File: src/hdl/pseudo3d_road_segment_projector_top_defines.svh
// assertion macros for the road segment projector
// used by the top level; expects clk and rst_n in the including scope
`ifndef PSEUDO3D_ROAD_SEGMENT_PROJECTOR_TOP_DEFINES_SVH
`define PSEUDO3D_ROAD_SEGMENT_PROJECTOR_TOP_DEFINES_SVH

`ifndef NO_ASSERTIONS
// same-cycle implication check
`define P3DRSP_ASSERT_IMP(lbl, ante, cons) \
  lbl: assert property (@(posedge clk) disable iff (!rst_n) (ante) |-> (cons)) \
    else $error("p3drsp: same-cycle check failed");
// next-cycle implication check
`define P3DRSP_ASSERT_NXT(lbl, ante, cons) \
  lbl: assert property (@(posedge clk) disable iff (!rst_n) (ante) |=> (cons)) \
    else $error("p3drsp: next-cycle check failed");
`else
`define P3DRSP_ASSERT_IMP(lbl, ante, cons)
`define P3DRSP_ASSERT_NXT(lbl, ante, cons)
`endif

`endif

File: src/hdl/p3drsp_pkg.sv
// shared types, widths, constants and helper functions of the road projector
// no dependencies; used by every module of the block
`timescale 1ns / 1ps
`default_nettype none

package p3drsp_pkg;

  // configuration port
  localparam int CFG_IDX_W  = 2;
  localparam int CFG_DATA_W = 16;

  typedef enum logic [CFG_IDX_W-1:0] {
    CFG_CAMERA_DEPTH  = 2'd0,
    CFG_ROAD_WIDTH    = 2'd1,
    CFG_SCREEN_WIDTH  = 2'd2,
    CFG_SCREEN_HEIGHT = 2'd3
  } cfg_idx_t;

  // register widths and reset values
  localparam int DEPTH_W = 15;
  localparam int ROADW_W = 16;
  localparam int SCR_W   = 12;

  localparam logic [DEPTH_W-1:0] DEPTH_RST  = 15'd14746;
  localparam logic [ROADW_W-1:0] ROADW_RST  = 16'd2000;
  localparam logic [SCR_W-1:0]   SCR_W_RST  = 12'd1024;
  localparam logic [SCR_W-1:0]   SCR_H_RST  = 12'd768;

  // shared multiplier operand widths
  localparam int MUL_A_W = 29;
  localparam int MUL_B_W = 16;
  localparam int MUL_P_W = MUL_A_W + MUL_B_W;

  // shared divider widths
  localparam int DIV_DEN_W = 24;
  localparam int DIV_Q_W   = 16;
  localparam int DIV_NUM_W = DIV_DEN_W + DIV_Q_W;

  // projection datapath widths
  localparam int T_W     = 42;  // term before the screen scale
  localparam int N_W     = 54;  // full numerator
  localparam int SPLIT_W = 21;  // low half of the term for the two-pass multiply
  localparam int N_SHR   = 15;  // 32768 factor of the denominator

  // reciprocal constants for the small fixed divisions
  localparam logic [15:0] RECIP3 = 16'd43691;  // ceil(2^17 / 3)
  localparam int          RECIP3_SHR = 17;
  localparam logic [15:0] RECIP5 = 16'd52429;  // ceil(2^18 / 5)
  localparam int          RECIP5_SHR = 18;

  // one input item
  typedef struct packed {
    logic               first_of_frame;
    logic signed [23:0] cam_x;
    logic [15:0]        cam_height;
    logic [23:0]        cam_z;
    logic signed [23:0] seg_x;
    logic signed [15:0] seg_y;
    logic [23:0]        seg_z;
    logic signed [15:0] seg_curve;
    logic [15:0]        seg_index;
  } in_item_t;

  // one result item
  typedef struct packed {
    logic               visible;
    logic               stripe;
    logic signed [15:0] near_x;
    logic signed [15:0] near_y;
    logic [15:0]        near_half_w;
    logic [15:0]        near_rumble_w;
    logic signed [15:0] far_x;
    logic signed [15:0] far_y;
    logic [15:0]        far_half_w;
    logic [15:0]        far_rumble_w;
  } out_item_t;

  // divider status toward the sequencer
  typedef struct packed {
    logic done;
    logic ovf;
  } div_stat_t;

  // band parity: (n / 3) % 2 by reciprocal multiply
  function automatic logic stripe_of(input logic [15:0] idx);
    logic [31:0] p;
    p = 32'(idx) * 32'(RECIP3);
    return p[RECIP3_SHR];
  endfunction

  // rumble width: min(65535, h + h / 5)
  function automatic logic [15:0] rumble_of(input logic [15:0] h);
    logic [33:0] p;
    logic [16:0] s;
    p = 34'(h) * 34'(RECIP5);
    s = {1'b0, h} + {1'b0, p[RECIP5_SHR+15:RECIP5_SHR]};
    return s[16] ? 16'hFFFF : s[15:0];
  endfunction

endpackage

`default_nettype wire

File: src/hdl/p3drsp_mul.sv
// shared signed multiplier with a registered product
// parameter defaults come from p3drsp_pkg
`timescale 1ns / 1ps
`default_nettype none

module p3drsp_mul #(
  parameter int A_W = p3drsp_pkg::MUL_A_W,
  parameter int B_W = p3drsp_pkg::MUL_B_W
) (
  input  logic                     clk,
  input  logic signed [A_W-1:0]    a,
  input  logic signed [B_W-1:0]    b,
  output logic signed [A_W+B_W-1:0] p
);

  logic signed [A_W+B_W-1:0] p_r;

  // product is registered and lands in the cycle after the operands
  always_ff @(posedge clk) begin
    p_r <= a * b;
  end

  assign p = p_r;

endmodule

`default_nettype wire

File: src/hdl/p3drsp_div.sv
// restoring divider, one quotient bit per cycle, with quotient overflow flag
// parameter defaults come from p3drsp_pkg
`timescale 1ns / 1ps
`default_nettype none

module p3drsp_div #(
  parameter int DEN_W = p3drsp_pkg::DIV_DEN_W,
  parameter int Q_W   = p3drsp_pkg::DIV_Q_W
) (
  input  logic                   clk,
  input  logic                   rst_n,
  input  logic                   start,
  input  logic [DEN_W+Q_W-1:0]   num,
  input  logic [DEN_W-1:0]       den,
  output logic [Q_W-1:0]         quo,
  output p3drsp_pkg::div_stat_t  stat
);

  localparam int NUM_W = DEN_W + Q_W;
  localparam int CNT_W = $clog2(Q_W);

  logic             run_r;
  logic             done_r;
  logic             ovf_r;
  logic [CNT_W-1:0] cnt_r;
  logic [DEN_W-1:0] rem_r;
  logic [Q_W-1:0]   qs_r;
  logic [DEN_W-1:0] den_r;

  logic [DEN_W:0]   trial;
  logic [DEN_W:0]   diff;
  logic             ge;

  // one subtract and compare per step
  assign trial = {rem_r, qs_r[Q_W-1]};
  assign diff  = trial - {1'b0, den_r};
  assign ge    = trial >= {1'b0, den_r};

  // step control
  always_ff @(posedge clk) begin
    if (!rst_n) begin
      run_r  <= 1'b0;
      done_r <= 1'b0;
      cnt_r  <= '0;
    end else begin
      done_r <= 1'b0;
      if (start) begin
        run_r <= 1'b1;
        cnt_r <= '0;
      end else if (run_r) begin
        cnt_r <= cnt_r + 1'b1;
        if (cnt_r == CNT_W'(Q_W - 1)) begin
          run_r  <= 1'b0;
          done_r <= 1'b1;
        end
      end
    end
  end

  // remainder and quotient shift register
  always_ff @(posedge clk) begin
    if (start) begin
      rem_r <= num[NUM_W-1:Q_W];
      qs_r  <= num[Q_W-1:0];
      den_r <= den;
      ovf_r <= num >= {den, {Q_W{1'b0}}};
    end else if (run_r) begin
      rem_r <= ge ? diff[DEN_W-1:0] : trial[DEN_W-1:0];
      qs_r  <= {qs_r[Q_W-2:0], ge};
    end
  end

  assign quo       = qs_r;
  assign stat.done = done_r;
  assign stat.ovf  = ovf_r;

endmodule

`default_nettype wire

File: src/hdl/pseudo3d_road_segment_projector_top.sv
// top level of the pseudo-3d road segment projector: sequencer, state, ports
// depends on p3drsp_pkg, p3drsp_mul, p3drsp_div and the assertion macro header
`timescale 1ns / 1ps
`default_nettype none

`include "pseudo3d_road_segment_projector_top_defines.svh"

// Projects one road segment per transfer, nearest first, into near/far screen
// edges. A segment in front of the camera goes through two setup states
// (S_PREP, S_QX), then three passes (x, y, half width) over one shared 29x16
// multiplier, then S_FIN, which loads the result. Each pass ends in a 16-step
// restoring division by the depth. A segment at or behind the camera skips the
// passes and goes from S_QX straight to S_FIN. in_stall is high from acceptance
// until the result has been loaded into the output register, so a new segment
// is taken only after the result of the last one is loaded. A result waiting
// on out_stall does not stop the next segment from being accepted and worked
// on; only the load of that next result waits for it.
// Configuration is to be written through cfg_we/cfg_index/cfg_wdata only while
// idle; the user must keep to this, as the block itself does not enforce it.
module pseudo3d_road_segment_projector_top (
  input  logic                                clk,
  input  logic                                rst_n,
  input  logic                                in_valid,
  output logic                                in_stall,
  input  p3drsp_pkg::in_item_t                in_data,
  output logic                                out_valid,
  input  logic                                out_stall,
  output p3drsp_pkg::out_item_t               out_data,
  input  logic                                cfg_we,
  input  logic [p3drsp_pkg::CFG_IDX_W-1:0]    cfg_index,
  input  logic [p3drsp_pkg::CFG_DATA_W-1:0]   cfg_wdata
);

  import p3drsp_pkg::*;

  typedef enum logic [3:0] {
    S_IDLE, S_PREP, S_QX, S_M1, S_T, S_M2L, S_M2H, S_N, S_DS, S_DIV, S_FIN
  } state_t;

  typedef enum logic [1:0] {
    PASS_X, PASS_Y, PASS_W
  } pass_t;

  // control and state
  state_t                 state_r, state_nxt;
  pass_t                  pass_r, pass_nxt;
  logic [DEPTH_W-1:0]     depth_r, depth_nxt;
  logic [ROADW_W-1:0]     roadw_r, roadw_nxt;
  logic [SCR_W-1:0]       scr_w_r, scr_w_nxt;
  logic [SCR_W-1:0]       scr_h_r, scr_h_nxt;
  logic [31:0]            off_r, off_nxt;
  logic [31:0]            slope_r, slope_nxt;
  logic [15:0]            horizon_r, horizon_nxt;
  logic [15:0]            last_x_r, last_x_nxt;
  logic [15:0]            last_y_r, last_y_nxt;
  logic [15:0]            last_w_r, last_w_nxt;
  logic                   out_valid_r, out_valid_nxt;

  // working registers
  in_item_t               in_r, in_nxt;
  out_item_t              out_data_r, out_data_nxt;
  logic [DIV_DEN_W-1:0]   dz_r, dz_nxt;
  logic                   dzpos_r, dzpos_nxt;
  logic [24:0]            camlat_r, camlat_nxt;
  logic [25:0]            qx_r, qx_nxt;
  logic [17:0]            qy_r, qy_nxt;
  logic                   stripe_r, stripe_nxt;
  logic [T_W-1:0]         t_r, t_nxt;
  logic [N_W-1:0]         n_r, n_nxt;
  logic                   neg_r, neg_nxt;
  logic [15:0]            fx_r, fx_nxt;
  logic [15:0]            fy_r, fy_nxt;
  logic [15:0]            fw_r, fw_nxt;
  logic                   y_under_r, y_under_nxt;

  // shared units
  logic signed [MUL_A_W-1:0] mul_a;
  logic signed [MUL_B_W-1:0] mul_b;
  logic signed [MUL_P_W-1:0] prod;
  logic                      div_start;
  logic [DIV_NUM_W-1:0]      div_num;
  logic [DIV_Q_W-1:0]        div_q;
  div_stat_t                 div_stat;

  // combinational helpers
  logic [24:0]            dz_w;
  logic [32:0]            lat_w;
  logic [MUL_B_W-1:0]     scale_b;
  logic [T_W-1:0]         dz14;
  logic [N_W-N_SHR-1:0]   n_shr;
  logic                   sat_s;
  logic [15:0]            sval;
  logic [15:0]            wval;
  logic                   vis_c;
  logic                   fin_load;

  p3drsp_mul #(
    .A_W (MUL_A_W),
    .B_W (MUL_B_W)
  ) u_mul (
    .clk (clk),
    .a   (mul_a),
    .b   (mul_b),
    .p   (prod)
  );

  p3drsp_div #(
    .DEN_W (DIV_DEN_W),
    .Q_W   (DIV_Q_W)
  ) u_div (
    .clk   (clk),
    .rst_n (rst_n),
    .start (div_start),
    .num   (div_num),
    .den   (dz_r),
    .quo   (div_q),
    .stat  (div_stat)
  );

  // depth difference and curve-bent camera position
  assign dz_w  = {1'b0, in_r.seg_z} - {1'b0, in_r.cam_z};
  assign lat_w = {in_r.cam_x[23], in_r.cam_x, 8'h00} - {off_r[31], off_r};
  assign dz14  = {4'b0000, dz_r, 14'b0};

  // screen scale of the current pass
  always_comb begin
    unique case (pass_r)
      PASS_X:  scale_b = {4'b0000, scr_w_r};
      PASS_Y:  scale_b = {4'b0000, scr_h_r};
      PASS_W:  scale_b = {1'b0, depth_r};
      default: scale_b = '0;
    endcase
  end

  // divider numerator: floor by 32768, then magnitude for floor division
  assign n_shr   = n_r[N_W-1:N_SHR];
  assign div_num = {1'b0, (n_r[N_W-1] ? ~n_shr : n_shr)};

  // saturated quotient
  assign sat_s = div_stat.ovf || div_q[15];
  assign sval  = sat_s ? (neg_r ? 16'h8000 : 16'h7FFF) : (neg_r ? ~div_q : div_q);
  assign wval  = div_stat.ovf ? 16'hFFFF : div_q;

  // horizon test on the unsaturated y
  assign vis_c    = dzpos_r && (y_under_r || ($signed(fy_r) < $signed(horizon_r)));
  assign fin_load = (state_r == S_FIN) && (!out_valid_r || !out_stall);

  // sequencer and next-state logic
  always_comb begin
    state_nxt     = state_r;
    pass_nxt      = pass_r;
    depth_nxt     = depth_r;
    roadw_nxt     = roadw_r;
    scr_w_nxt     = scr_w_r;
    scr_h_nxt     = scr_h_r;
    off_nxt       = off_r;
    slope_nxt     = slope_r;
    horizon_nxt   = horizon_r;
    last_x_nxt    = last_x_r;
    last_y_nxt    = last_y_r;
    last_w_nxt    = last_w_r;
    out_valid_nxt = out_valid_r;
    in_nxt        = in_r;
    out_data_nxt  = out_data_r;
    dz_nxt        = dz_r;
    dzpos_nxt     = dzpos_r;
    camlat_nxt    = camlat_r;
    qx_nxt        = qx_r;
    qy_nxt        = qy_r;
    stripe_nxt    = stripe_r;
    t_nxt         = t_r;
    n_nxt         = n_r;
    neg_nxt       = neg_r;
    fx_nxt        = fx_r;
    fy_nxt        = fy_r;
    fw_nxt        = fw_r;
    y_under_nxt   = y_under_r;
    mul_a         = '0;
    mul_b         = '0;
    div_start     = 1'b0;

    // result taken downstream
    if (out_valid_r && !out_stall) begin
      out_valid_nxt = 1'b0;
    end

    // configuration writes
    if (cfg_we) begin
      unique case (cfg_idx_t'(cfg_index))
        CFG_CAMERA_DEPTH:  depth_nxt = cfg_wdata[DEPTH_W-1:0];
        CFG_ROAD_WIDTH:    roadw_nxt = cfg_wdata[ROADW_W-1:0];
        CFG_SCREEN_WIDTH:  scr_w_nxt = cfg_wdata[SCR_W-1:0];
        CFG_SCREEN_HEIGHT: scr_h_nxt = cfg_wdata[SCR_W-1:0];
      endcase
    end

    unique case (state_r)
      // wait for a segment; a new frame clears the curve and resets the horizon to the screen height
      S_IDLE: begin
        if (in_valid) begin
          in_nxt    = in_data;
          state_nxt = S_PREP;
          if (in_data.first_of_frame) begin
            off_nxt     = '0;
            slope_nxt   = '0;
            horizon_nxt = {4'b0000, scr_h_r};
          end
        end
      end
      // depth, camera position and elevation difference
      S_PREP: begin
        dz_nxt     = dz_w[DIV_DEN_W-1:0];
        dzpos_nxt  = !dz_w[24] && (dz_w[23:0] != '0);
        camlat_nxt = lat_w[32:8] + {24'b0, (lat_w[32] && (lat_w[7:0] != 8'h00))};
        qy_nxt     = {{2{in_r.seg_y[15]}}, in_r.seg_y} - {2'b00, in_r.cam_height};
        stripe_nxt = stripe_of(in_r.seg_index);
        pass_nxt   = PASS_X;
        state_nxt  = S_QX;
      end
      // lateral difference; segments behind the camera skip the math
      S_QX: begin
        qx_nxt = {{2{in_r.seg_x[23]}}, in_r.seg_x} - {camlat_r[24], camlat_r};
        if (dzpos_r) begin
          state_nxt = S_M1;
        end else begin
          fx_nxt      = '0;
          fy_nxt      = '0;
          fw_nxt      = '0;
          y_under_nxt = 1'b0;
          state_nxt   = S_FIN;
        end
      end
      // first product of the pass
      S_M1: begin
        unique case (pass_r)
          PASS_X: begin
            mul_a = {{3{qx_r[25]}}, qx_r};
            mul_b = {1'b0, depth_r};
          end
          PASS_Y: begin
            mul_a = {{11{qy_r[17]}}, qy_r};
            mul_b = {1'b0, depth_r};
          end
          PASS_W: begin
            mul_a = {13'b0, roadw_r};
            mul_b = {4'b0000, scr_w_r};
          end
          default: begin
            mul_a = '0;
            mul_b = '0;
          end
        endcase
        state_nxt = S_T;
      end
      // term before the screen scale
      S_T: begin
        unique case (pass_r)
          PASS_X:  t_nxt = dz14 + prod[T_W-1:0];
          PASS_Y:  t_nxt = dz14 - prod[T_W-1:0];
          PASS_W:  t_nxt = prod[T_W-1:0];
          default: t_nxt = '0;
        endcase
        state_nxt = S_M2L;
      end
      // scale times low half of the term
      S_M2L: begin
        mul_a     = {{(MUL_A_W-SPLIT_W){1'b0}}, t_r[SPLIT_W-1:0]};
        mul_b     = scale_b;
        state_nxt = S_M2H;
      end
      // scale times high half of the term
      S_M2H: begin
        n_nxt     = {{(N_W-MUL_P_W){prod[MUL_P_W-1]}}, prod};
        mul_a     = {{(MUL_A_W-(T_W-SPLIT_W)){t_r[T_W-1]}}, t_r[T_W-1:SPLIT_W]};
        mul_b     = scale_b;
        state_nxt = S_N;
      end
      // combine the halves into the numerator
      S_N: begin
        n_nxt     = n_r + {prod[N_W-SPLIT_W-1:0], {SPLIT_W{1'b0}}};
        state_nxt = S_DS;
      end
      // launch the division by depth
      S_DS: begin
        div_start = 1'b1;
        neg_nxt   = n_r[N_W-1];
        state_nxt = S_DIV;
      end
      // collect the saturated quotient
      S_DIV: begin
        if (div_stat.done) begin
          unique case (pass_r)
            PASS_X: begin
              fx_nxt    = sval;
              pass_nxt  = PASS_Y;
              state_nxt = S_M1;
            end
            PASS_Y: begin
              fy_nxt      = sval;
              y_under_nxt = neg_r && sat_s;
              pass_nxt    = PASS_W;
              state_nxt   = S_M1;
            end
            PASS_W: begin
              fw_nxt    = wval;
              state_nxt = S_FIN;
            end
            default: begin
              state_nxt = S_IDLE;
            end
          endcase
        end
      end
      // load the result and advance the curve and horizon
      S_FIN: begin
        if (fin_load) begin
          out_valid_nxt              = 1'b1;
          out_data_nxt.visible       = vis_c;
          out_data_nxt.stripe        = stripe_r;
          out_data_nxt.near_x        = last_x_r;
          out_data_nxt.near_y        = last_y_r;
          out_data_nxt.near_half_w   = last_w_r;
          out_data_nxt.near_rumble_w = rumble_of(last_w_r);
          out_data_nxt.far_x         = fx_r;
          out_data_nxt.far_y         = fy_r;
          out_data_nxt.far_half_w    = fw_r;
          out_data_nxt.far_rumble_w  = rumble_of(fw_r);
          if (vis_c) begin
            horizon_nxt = fy_r;
          end
          last_x_nxt = fx_r;
          last_y_nxt = fy_r;
          last_w_nxt = fw_r;
          off_nxt    = off_r + slope_r;
          slope_nxt  = slope_r + {{16{in_r.seg_curve[15]}}, in_r.seg_curve};
          state_nxt  = S_IDLE;
        end
      end
      default: begin
        state_nxt = S_IDLE;
      end
    endcase
  end

  // state and registered outputs
  always_ff @(posedge clk) begin
    if (!rst_n) begin
      state_r     <= S_IDLE;
      pass_r      <= PASS_X;
      depth_r     <= DEPTH_RST;
      roadw_r     <= ROADW_RST;
      scr_w_r     <= SCR_W_RST;
      scr_h_r     <= SCR_H_RST;
      off_r       <= '0;
      slope_r     <= '0;
      horizon_r   <= {4'b0000, SCR_H_RST};
      last_x_r    <= '0;
      last_y_r    <= '0;
      last_w_r    <= '0;
      out_valid_r <= 1'b0;
    end else begin
      state_r     <= state_nxt;
      pass_r      <= pass_nxt;
      depth_r     <= depth_nxt;
      roadw_r     <= roadw_nxt;
      scr_w_r     <= scr_w_nxt;
      scr_h_r     <= scr_h_nxt;
      off_r       <= off_nxt;
      slope_r     <= slope_nxt;
      horizon_r   <= horizon_nxt;
      last_x_r    <= last_x_nxt;
      last_y_r    <= last_y_nxt;
      last_w_r    <= last_w_nxt;
      out_valid_r <= out_valid_nxt;
    end
    in_r       <= in_nxt;
    out_data_r <= out_data_nxt;
    dz_r       <= dz_nxt;
    dzpos_r    <= dzpos_nxt;
    camlat_r   <= camlat_nxt;
    qx_r       <= qx_nxt;
    qy_r       <= qy_nxt;
    stripe_r   <= stripe_nxt;
    t_r        <= t_nxt;
    n_r        <= n_nxt;
    neg_r      <= neg_nxt;
    fx_r       <= fx_nxt;
    fy_r       <= fy_nxt;
    fw_r       <= fw_nxt;
    y_under_r  <= y_under_nxt;
  end

  assign in_stall  = (state_r != S_IDLE);
  assign out_valid = out_valid_r;
  assign out_data  = out_data_r;

  // checks
  `P3DRSP_ASSERT_NXT(a_accept_starts, in_valid && !in_stall, state_r == S_PREP)
  `P3DRSP_ASSERT_IMP(a_div_done_waiting, div_stat.done, state_r == S_DIV)
  `P3DRSP_ASSERT_NXT(a_horizon_follows, fin_load && vis_c,
                     horizon_r == out_data_r.far_y && out_data_r.visible)
  `P3DRSP_ASSERT_IMP(a_rumble_wider, out_valid_r,
                     out_data_r.far_rumble_w >= out_data_r.far_half_w &&
                     out_data_r.near_rumble_w >= out_data_r.near_half_w)

endmodule

`default_nettype wire
File: config.mk
export PLATFORM = sky130hd
export DESIGN_NAME = pseudo3d_road_segment_projector_top
export DESIGN_NICKNAME = d
export VERILOG_FILES = /design/src/hdl/p3drsp_pkg.sv /design/src/hdl/p3drsp_mul.sv /design/src/hdl/p3drsp_div.sv /design/src/hdl/pseudo3d_road_segment_projector_top.sv
export VERILOG_INCLUDE_DIRS = /design/src /design/src/hdl
export SDC_FILE = /design/constraint.sdc
export NUM_CORES = 2
export LEC_CHECK = 0
export BUFFER_PORTS_ARGS = -buffer_cell sky130_fd_sc_hd__clkbuf_2
export CORE_MARGIN = 10
export CORE_UTILIZATION = 62
export DETAILED_ROUTE_END_ITERATION = 8
export PLACE_DENSITY = 0.87
export RECOVER_POWER = 25
export SLEW_MARGIN = 20
export SYNTH_ARGS = -nofsm -noshare
export SYNTH_HDL_FRONTEND = slang
export SYNTH_SLANG_ARGS = --single-unit
File: constraint.sdc
create_clock -name clk -period 11.1 [get_ports clk]
set_input_delay 2.22 -clock clk [delete_from_list [all_inputs] [get_ports clk]]
set_output_delay 2.22 -clock clk [all_outputs]
set_load 0.03 [all_outputs]
==> summary.md <==
| Metric | Value |
|---|---|
| Die area | around 130000 um2 |
| Via count | between 50000 and 60000 |
| Root Driver | clkbuf_16 |
| Ratio of cells with drive above 1 in the final layout | roughly 7.6% |
| MaxCap Viol Count | 4 |
| Final slew viol count | 134 |
| VDD IR-drop max | 0.475 mV |
| M1 GR Usage | 35.7% |
| CTS buffer count | 90 |
| Top_reg_cell synth | edfxtp_1 |
| Initial antenna violation count | 23 |
| R2r startpoint | pass_r[1] |
| WL final | about 190 mm |
| FP Rows | 122 |
| # nets final | 8867 |
| All-Layer GR Usage | 30.2% |
| GRT met2 Usage | 50.1% |
| Area share of the largest cell type after synthesis | 25.2% |
| Worst Hold End | out_data[112] |
| Kind of end point of the critical path | flip-flop |
| Skew final | 0.0428 ns |
| Initial core utilization | 62.5% |
| M3 GR Usage | 7.47% |
| Mapped Cells | 7054 |
| Crit Reg-Reg Endpoint | u_mul.p[44] |
| Die Y | about 350 um |
| Req. time, crit path | between 10 and 15 ns |
| DIE WIDTH | between 300 and 400 um |
| Worst Max-Slew Pin Slew | roughly 2.3 ns |
| Crit path top cell by count | fa_1 |
| Worst Path Arrival | 10.21 ns |
| Area of the mapped netlist | 69100 um2 |
| Num ports | 316 |
| Failing checks | max-capacitance violations, max-slew violations |
| Count of final hold-check violations | 0 |
| CTS resizes | 0 |
| Clk Latency, worst-skew pair | ~0.7 ns |
| P&R area growth vs syn | 8.94% |
| # Post-CTS Setup Buffers | 0 |
| GP Congestion | between 1 and 1.5 |
| YS warnings | 0 |
| Largest net degree at the start of global routing | 81 |
| 1st-iter DRT viols | ~5000 |
| Min-Delay Path Depth | 0 |
| Power Dens Cells | 189 nW/um2 |
| CP startpoint kind | flip-flop |
| Post-synthesis register bit count | 822 |
| Crit Path Class | reg -> reg |
| Placed wire-length estimate | around 150 mm |
| Clk pin slew, worst setup/hold paths | roughly 0.070 ns |
| Yosys top cell by area | edfxtp_1 |
| CTS tree | built |
| First-pass GRT wire length | 299 mm |
| Setup TNS | 0 ns |
| Worst r2r path cells | 29 |
| Number of global-route vias before repair | approximately 54000 |
| Hold buffer count at cts | 0 |
| FFs w/ async S/R, synth | 0% |
| CP max-delay cell | dfxtp_2 |
| Layout Cells excl Fill | 8888 |
| Post-synth cell types | 102 |
| R2r setup slk | 1.50 ns |
| EDFF count, synth | 580 |
| Drt wl/cell | between 20 and 25 um |
| Rel. slew slack | -54.6% |
| Core Region | between 100000 and 150000 um2 |
| RSZ-0062 raised after global routing | no |
| Hold_sp | last_x_r[0] |
| Most used routing layer | met2 |
| Router iterations before antenna repair | 9 |
| Crit share post-route | 86.5% |
| H-tree depth | 3 |
| Post-DR vias/cell | 6.03 |
| Min Clock Period, post-route | 9.60 ns |
| Syn Nets | 8600 |
| Min-delay worst type | reg -> reg |
| Dpl cells | 8717 |
| Status | complete, but fails checks |
| Sequential area share after synthesis | 32.2% |
| Clock sinks | 822 |
| Syn Area/Cell | 9.80 um2 |
| GRT overflow | 0 |
| Crit path largest cell delay | approximately 0.77 ns |
| Port bufs | ~320 |
| Leakage | 34.7 nW |
| Final setup fails | 0 |
| Crit-path max FO | 34 |
| Highest clock rate | between 100 and 150 MHz |
| Residual DRC | 0 |
| CTS max path bufs | 3 |
| Antenna Nets Post-Route | 0 |
| Area contributors post-synth | edfxtp_1 25%, fa_1 17%, ha_1 14%, dfxtp_1 7.0%, inv_1 6.0% |
[cell families (layout without fill, tap and decap cells)]
| family | Yosys count | count (layout) | share of synthesized area [%] |
|---|---|---|---|
| xor gates and xnor gates | 354 | 354 | 4.49 |
| and+or+nand+nor | 1865 | 1865 | 12.1 |
| muxes | 48 | 48 | 0.699 |
| DFF | 822 | 822 | 32.2 |
| adders and majority gates | 1363 | 1363 | 31.2 |
| AOI/OAI and AO/OA | 1301 | 1301 | 12.2 |
| buffers and inverters | 1301 | 1637 | 7.10 |
| other | 0 | 10 | 0 |
[layout make-up]
type | count | area (um2)
multi-input cells | 4931 | 42000
fillers | 8242 | 35400
flip-flops and latches | 822 | 22300
inverters | 1097 | 4130
clock buffers | 111 | 2440
repair buffers | 379 | 2000
well taps | 1488 | 1860
clock inverters | 50 | 602
diodes | 10 | 25.0
[flip-flops by register name, summed over array words and instances (netlist names), 18 cells and up]
register	flops
n_r	39
off_r	32
t_r	42
camlat_r	25
in_r	160
u_mul.p	45
u_div.den_r	24
qx_r	26
qy_r	18
slope_r	32
dz_r	24
u_div.rem_r	24
out_data	130
[layer usage]
metal / vias to the layer above / share of wire [%] / wire length (um)
met5: - / 0.11 / 219
met1: 25900 / 37 / 71300
met3: 719 / 9.4 / 18200
li1: 24400 / - / -
met2: 2538 / 47 / 90600
met4: 32 / 6.6 / 12700
[placed cells by master (no fill, tap or decap), drive strengths merged, types with 23 or more instances in the layout]
master  instances
clkinv         26
ha            760
and2           34
nand3         104
buf            56
nand2         689
o21a           60
o22ai          37
edfxtp        580
xnor2         207
clkbuf        434
nor3          119
dfxtp         242
nand4          33
nand2b         71
a21o          139
o31ai          24
o21bai         44
a31oi          48
o21ai         238
and3           36
a211oi         42
or2            23
a22oi          55
o211ai         25
a21oi         395
xor2          147
nor2          595
fa            602
or3            29
nor2b          48
mux2i          46
inv          1104
[where the power goes]
part / switching (mW) / internal [mW] / leakage (nW)
Combinational: 4.08 / 2.90 / 25.9
Clock: 1.29 / 1.83 / 1.48
Sequential: 0.272 / 3.88 / 7.35
[worst max-delay path, delay by kind of cell, from the launching register on]
family	cells	cell delay [ns]
flops	1	0.77
buf+inv	7	1.31
compound gates	11	3.03
simple gates	4	1.02
fa+ha+maj	7	3.36
[metrics by stage]
stage               setup slack (ns)  hold slack, ns  power, mW  area [um2]  util [%]
finish                          1.50           0.412       14.2       75300      68.1
global route                    1.14           0.430       15.3       75300      68.0
CTS                             1.69           0.412       14.2       75400      68.1
detailed placement              1.73           0.413       11.0       72300      65.3
global placement                1.96           0.412       10.7       72300      65.3
floorplan                       3.13           0.400       9.23       69100         -
[cell usage after synthesis, types with 44 or more instances]
cell,number
clkbuf_1,169
nand2_1,689
edfxtp_1,580
mux2i_1,46
a22oi_1,55
nor2_1,595
xnor2_1,207
fa_1,602
nand2b_1,71
ha_1,760
a31oi_1,48
o21bai_1,44
a21o_1,139
inv_1,1096
nor2b_1,48
o21a_1,60
xor2_1,147
a21oi_1,395
dfxtp_1,242
nand3_1,104
nor3_1,118
o21ai_0,200
[how the worst max path moves through the flow]
stage | slack (ns) | startpoint | end
2_1_floorplan | 3.13 | state_r[1] | u_mul.p[44]
3_3_place_gp | 1.96 | state_r[1] | u_mul.p[44]
3_5_place_dp | 1.73 | pass_r[1] | u_mul.p[44]
4_1_cts | 1.69 | pass_r[1] | u_mul.p[44]
5_1_grt | 1.14 | pass_r[1] | u_mul.p[44]
6_report | 1.50 | pass_r[1] | u_mul.p[44]
No activity file was read; power rests on OpenSTA's default activity.
